`config.mk`:
```
export PLATFORM = sky130hd
export DESIGN_NAME = awba_front
export DESIGN_NICKNAME = d
export VERILOG_FILES = /design/src/design/awba_pkg.sv /design/src/design/awba_front.sv
export SDC_FILE = /design/constraint.sdc
export NUM_CORES = 1
export LEC_CHECK = 0
export ABC_AREA = 1
export BUFFER_PORTS_ARGS = -buffer_cell sky130_fd_sc_hd__buf_2
export CELL_PAD_IN_SITES_DETAIL_PLACEMENT = 1
export CELL_PAD_IN_SITES_GLOBAL_PLACEMENT = 1
export CORE_MARGIN = 5
export CORE_UTILIZATION = 47
export CTS_CLUSTER_SIZE = 25
export DETAILED_ROUTE_END_ITERATION = 8
export PLACE_DENSITY = 0.82
export SYNTH_ARGS = -nofsm -noshare
export SYNTH_HDL_FRONTEND = slang
export SYNTH_SLANG_ARGS = --single-unit
```
`constraint.sdc`:
```
create_clock -name aclk -period 3.3 [get_ports aclk]
set_clock_uncertainty 0.05 [all_clocks]
set_input_delay 0.33 -clock aclk [delete_from_list [all_inputs] [get_ports aclk]]
set_output_delay 0.33 -clock aclk [all_outputs]
set_load 0.02 [all_outputs]
```
`src/design/awba_pkg.sv`:
```
// ============================================================================
// awba_pkg
// Shared types and constants of the affine warp box-average unit.
// ============================================================================
package awba_pkg;

    // Item and field widths
    localparam int POS_W     = 9;
    localparam int PIX_W     = 24;
    localparam int CH_W      = 8;
    localparam int POS_EXT_W = 13;   // holds any frame dimension up to 4096

    // Fixed-point arithmetic
    localparam int COEF_W    = 32;
    localparam int FRAC_BITS = 16;
    localparam int HALF_LSB  = 32768;
    localparam int PROD_W    = COEF_W + POS_W + 1;
    localparam int SUM_W     = PROD_W + 2;
    localparam int RND_W     = SUM_W - FRAC_BITS;

    // Box average over a 2x2 block, one corner per memory bank
    localparam int CORNER_COUNT = 4;
    localparam int CH_SUM_W     = CH_W + 2;

    // Queue between front and back
    localparam int QUEUE_DEPTH = 4;
    localparam int QPTR_W      = 2;
    localparam int QCNT_W      = 3;

    // Configuration port
    localparam int APB_ADDR_W = 5;
    localparam int APB_DATA_W = 32;
    localparam int REG_IDX_W  = 3;

    localparam logic [REG_IDX_W-1:0] REG_COEF_XX  = 3'd0;
    localparam logic [REG_IDX_W-1:0] REG_COEF_XY  = 3'd1;
    localparam logic [REG_IDX_W-1:0] REG_OFFSET_X = 3'd2;
    localparam logic [REG_IDX_W-1:0] REG_COEF_YX  = 3'd3;
    localparam logic [REG_IDX_W-1:0] REG_COEF_YY  = 3'd4;
    localparam logic [REG_IDX_W-1:0] REG_OFFSET_Y = 3'd5;

    localparam logic signed [COEF_W-1:0] COEF_ONE  = 32'sd65536;
    localparam logic signed [COEF_W-1:0] COEF_ZERO = 32'sd0;

    // Request types
    localparam logic REQ_WRITE = 1'b0;
    localparam logic REQ_QUERY = 1'b1;

    localparam logic [CH_W-1:0] CH_WHITE = 8'hFF;

    typedef struct packed {
        logic             req_type;
        logic [POS_W-1:0] pos_x;
        logic [POS_W-1:0] pos_y;
        logic [PIX_W-1:0] pixel_rgb;
    } item_t;

    typedef struct packed {
        logic signed [COEF_W-1:0] coef_xx;
        logic signed [COEF_W-1:0] coef_xy;
        logic signed [COEF_W-1:0] offset_x;
        logic signed [COEF_W-1:0] coef_yx;
        logic signed [COEF_W-1:0] coef_yy;
        logic signed [COEF_W-1:0] offset_y;
    } coef_t;

    typedef struct packed {
        logic  valid;
        item_t item;
    } queue_head_t;

endpackage

```
`src/design/awba_front.sv`:
```
// ============================================================================
// awba_front
// Accepts items, drops writes that fall outside the frame, and queues the
// rest for the back end.
// ============================================================================
module awba_front #(
    parameter int FRAME_WIDTH  = 512,
    parameter int FRAME_HEIGHT = 512
) (
    input  logic                         aclk,
    input  logic                         aresetn,
    input  logic                         s_valid,
    output logic                         s_ready,
    input  logic                         s_req_type,
    input  logic [awba_pkg::POS_W-1:0]   s_pos_x,
    input  logic [awba_pkg::POS_W-1:0]   s_pos_y,
    input  logic [awba_pkg::PIX_W-1:0]   s_pixel_rgb,
    output awba_pkg::queue_head_t        q_head,
    input  logic                         q_pop
);

    localparam logic [awba_pkg::POS_EXT_W-1:0] WIDTH_EXT  =
        awba_pkg::POS_EXT_W'(FRAME_WIDTH);
    localparam logic [awba_pkg::POS_EXT_W-1:0] HEIGHT_EXT =
        awba_pkg::POS_EXT_W'(FRAME_HEIGHT);

    awba_pkg::item_t             slot_reg [awba_pkg::QUEUE_DEPTH];
    logic [awba_pkg::QPTR_W-1:0] wr_ptr_reg, wr_ptr_next;
    logic [awba_pkg::QPTR_W-1:0] rd_ptr_reg, rd_ptr_next;
    logic [awba_pkg::QCNT_W-1:0] count_reg, count_next;

    awba_pkg::item_t in_item;
    logic            in_frame;
    logic            accept;
    logic            push;
    logic            pop;

    assign in_item.req_type  = s_req_type;
    assign in_item.pos_x     = s_pos_x;
    assign in_item.pos_y     = s_pos_y;
    assign in_item.pixel_rgb = s_pixel_rgb;

    // A write outside the frame has no effect, so it never enters the queue.
    assign in_frame = ({{(awba_pkg::POS_EXT_W-awba_pkg::POS_W){1'b0}}, s_pos_x} < WIDTH_EXT)
                   && ({{(awba_pkg::POS_EXT_W-awba_pkg::POS_W){1'b0}}, s_pos_y} < HEIGHT_EXT);

    assign s_ready = (count_reg != awba_pkg::QCNT_W'(awba_pkg::QUEUE_DEPTH));
    assign accept  = s_valid && s_ready;
    assign push    = accept && ((s_req_type == awba_pkg::REQ_QUERY) || in_frame);
    assign pop     = q_pop && (count_reg != '0);

    always_comb begin
        wr_ptr_next = push ? wr_ptr_reg + 1'b1 : wr_ptr_reg;
        rd_ptr_next = pop  ? rd_ptr_reg + 1'b1 : rd_ptr_reg;
        count_next  = count_reg + awba_pkg::QCNT_W'(push) - awba_pkg::QCNT_W'(pop);
    end

    always_ff @(posedge aclk) begin
        if (!aresetn) begin
            wr_ptr_reg <= '0;
            rd_ptr_reg <= '0;
            count_reg  <= '0;
        end else begin
            wr_ptr_reg <= wr_ptr_next;
            rd_ptr_reg <= rd_ptr_next;
            count_reg  <= count_next;
        end
    end

    always_ff @(posedge aclk) begin
        if (push) begin
            slot_reg[wr_ptr_reg] <= in_item;
        end
    end

    assign q_head.valid = (count_reg != '0);
    assign q_head.item  = slot_reg[rd_ptr_reg];

endmodule

```
==> metrics <==
area grow syn2layout=17.0%; multiplexer area fraction after synthesis=0%; initial antenna violation count=2; chip height=131 µm; Routed Antenna Nets=0; # hold bufs at CTS=0; syn nets=534; Worst Path Arrival=2.17 ns; total gr overflow=0; post-synthesis register bit count=181; post-synthesis adder-cell area fraction=under 10%; port bufs=91; nets=627; DIE WIDTH=approximately 130 µm; DR vias/cell=roughly 5.7; Worst slew margin=45.3%; Worst-Skew Late Latency=between 0.4 and 0.5 ns; Synth Area in Simple Gates=6.32%; initial core utilization=47.5%; CTS tree=done; Max Slew Vio Count=0; CP max-delay cell=buf_4; Hold Violations, Final=0; Switching Share=32.6%; FMAX=just under 400 MHz; Routed Wire Length=16800 µm; cts bufs inserted=17; CTS Buffer Depth=2; first-pass GRT wire length=26000 µm; largest area contributor in the netlist=edfxtp_1; synth warn=0; Min-Delay Path Class=in2reg; Net Sw Power=2.07 mW; Clock Sinks=approximately 180; drt initial violations=318; Clock Power Share=28.5%; Tcrit/Tclk final=77.4%; H-tree depth=4; vias in the first global route=between 4000 and 5000; startpoint types=register; ys flop type=edfxtp_1; CTS root buf=clkbuf_16; Syn Inst Count=480; # setup viols final=0; register area share after synthesis=between 70 and 80%; Clock Pin Slew Worst Setup and Hold Paths=0.06 ns; Synth Area in XOR/XNOR=0%; Resize count post-CTS=0; syn avg cell area=14.2 µm²; Flop pwr share=between 40% and 50%; core area=14400 µm²; cell area after placement=around 7500 µm²; VDD IR-drop max=between 0.0004 and 0.0005 V; internal power=around 4.3 mW; HP Start=s_pixel_rgb[7]; TNS Setup=0 ns; Netlist cell types=18; CP max FO=between 80 and 90; cell row count=44; most frequent cells in the layout=edfxtp_1, nor2_1, buf_2; Min Clock Period, post-route=2.55 ns; post-layout util=55.6%; commonest non-fill, non-tap cell in the layout=edfxtp_1; r2r startpoint=count_reg[1]; Required @ worst endpoint=a little under 3 ns; compound-cell area share of the yosys netlist=between 10 and 15%; Total GRT Usage=between 20 and 25%; P_leak=2.85 nW; status=finished clean; CP Cell Sequence=buf_4, o21ai_0, o22ai_1, buf_2; # DRC=0; Final GP Congestion=0.784; ys async rst share=0%; Area contributors post-synth=edfxtp_1, o21ai_0, nor2_1; main combinational cell family by area after synthesis=compound AO/OA/AOI/OAI gates; I/O pin cnt=92; hpwl dp=10400 µm; critical path type=reg2out; die area=17000 µm²; RSZ-0062 raised after global routing=false; Antenna Cells=0; Max Cap Violations=0; Post-CTS Setup Bufs=0; layout cells sized above 1=23.0%; pin count of the biggest net entering global routing=87; post-synth top area share=75.6%; CP Capture Type=primary output; number of flops mapped to enable cells by yosys=172; max reg flops=172; crit-path max cell delay=0.66 ns; slew at the pin with the worst max-slew slack=0.820 ns; Reg2Reg Setup Slack=0.89 ns; Pwr per Cell Area=around 800 nW/µm²; Mapped Area=6830 µm²; drt first pass iters=5; Final Cell Area=about 8000 µm²; average wire per cell in the routed design=21.8 µm; Logic pwr share=approximately a quarter; DR vias=4413
==> worst max-delay path, delay by kind of cell (launching register included) <==
family,cells,cell delay (ns)
DFF,1,0.34
AOI/OAI and AO/OA,2,0.53
buffers and inverters,2,0.87
==> final timing paths <==
path                          to  depth (start not counted)
hold / removal    slot_reg[2][7]                          1
setup / recovery      q_head[24]                          4
hold reg to reg    rd_ptr_reg[0]                          2
setup reg to reg    count_reg[2]                         10
==> cells by family (layout without fill, tap and decap cells) <==
kind of cell,count (synthesis),after routing
buf+inv,42,148
flops,181,181
fa+ha+maj,7,7
compound gates,136,136
simple gates,114,114
==> per-stage QoR <==
step | hold slack [ns] | total power, mW | std cells | worst slack [ns]
2_1_floorplan | 0.378 | 3.99 | 480 | 0.104
3_3_place_gp | 0.410 | 4.50 | 738 | 1.03
3_5_place_dp | 0.442 | 4.60 | 738 | 0.905
4_1_cts | 0.0615 | 6.42 | 770 | 0.753
5_1_grt | 0.0683 | 6.68 | 770 | 0.601
6_report | 0.0771 | 6.36 | 770 | 0.745
==> power groups by stage <==
stage	logic, mW	clock network, mW	registers, mW
2_1_floorplan	1.08	0	2.92
3_3_place_gp	1.59	0	2.91
3_5_place_dp	1.66	0	2.93
4_1_cts	1.68	1.85	2.89
5_1_grt	1.81	1.96	2.91
6_report	1.65	1.81	2.89
==> per-layer routing <==
layer,global-route usage [%],share of wire (%),wire (µm)
met1,25.9,42,7020
met3,4.39,5.4,901
met2,35.3,51,8600
met5,0,0.18,31
met4,6.47,1.4,233
==> cells in the mapped netlist (6+ instances only) <==
master	number
edfxtp_1	172
nor2_1	98
o21ai_0	80
o22ai_1	43
inv_1	14
nand2_1	13
clkbuf_1	11
dfxtp_1	9
o21ai_1	7
ha_1	6
==> area by class of cell <==
cell class,instances,area (µm²)
Inverter,16,60.1
Tap cell,184,230
Timing Repair Buffer,100,536
Fill cell,1431,6370
Clock buffer,20,437
Clock inverter,12,88.8
Multi-Input combinational cell,257,1300
Sequential cell,181,5350
(Power assumes the default switching activity.)
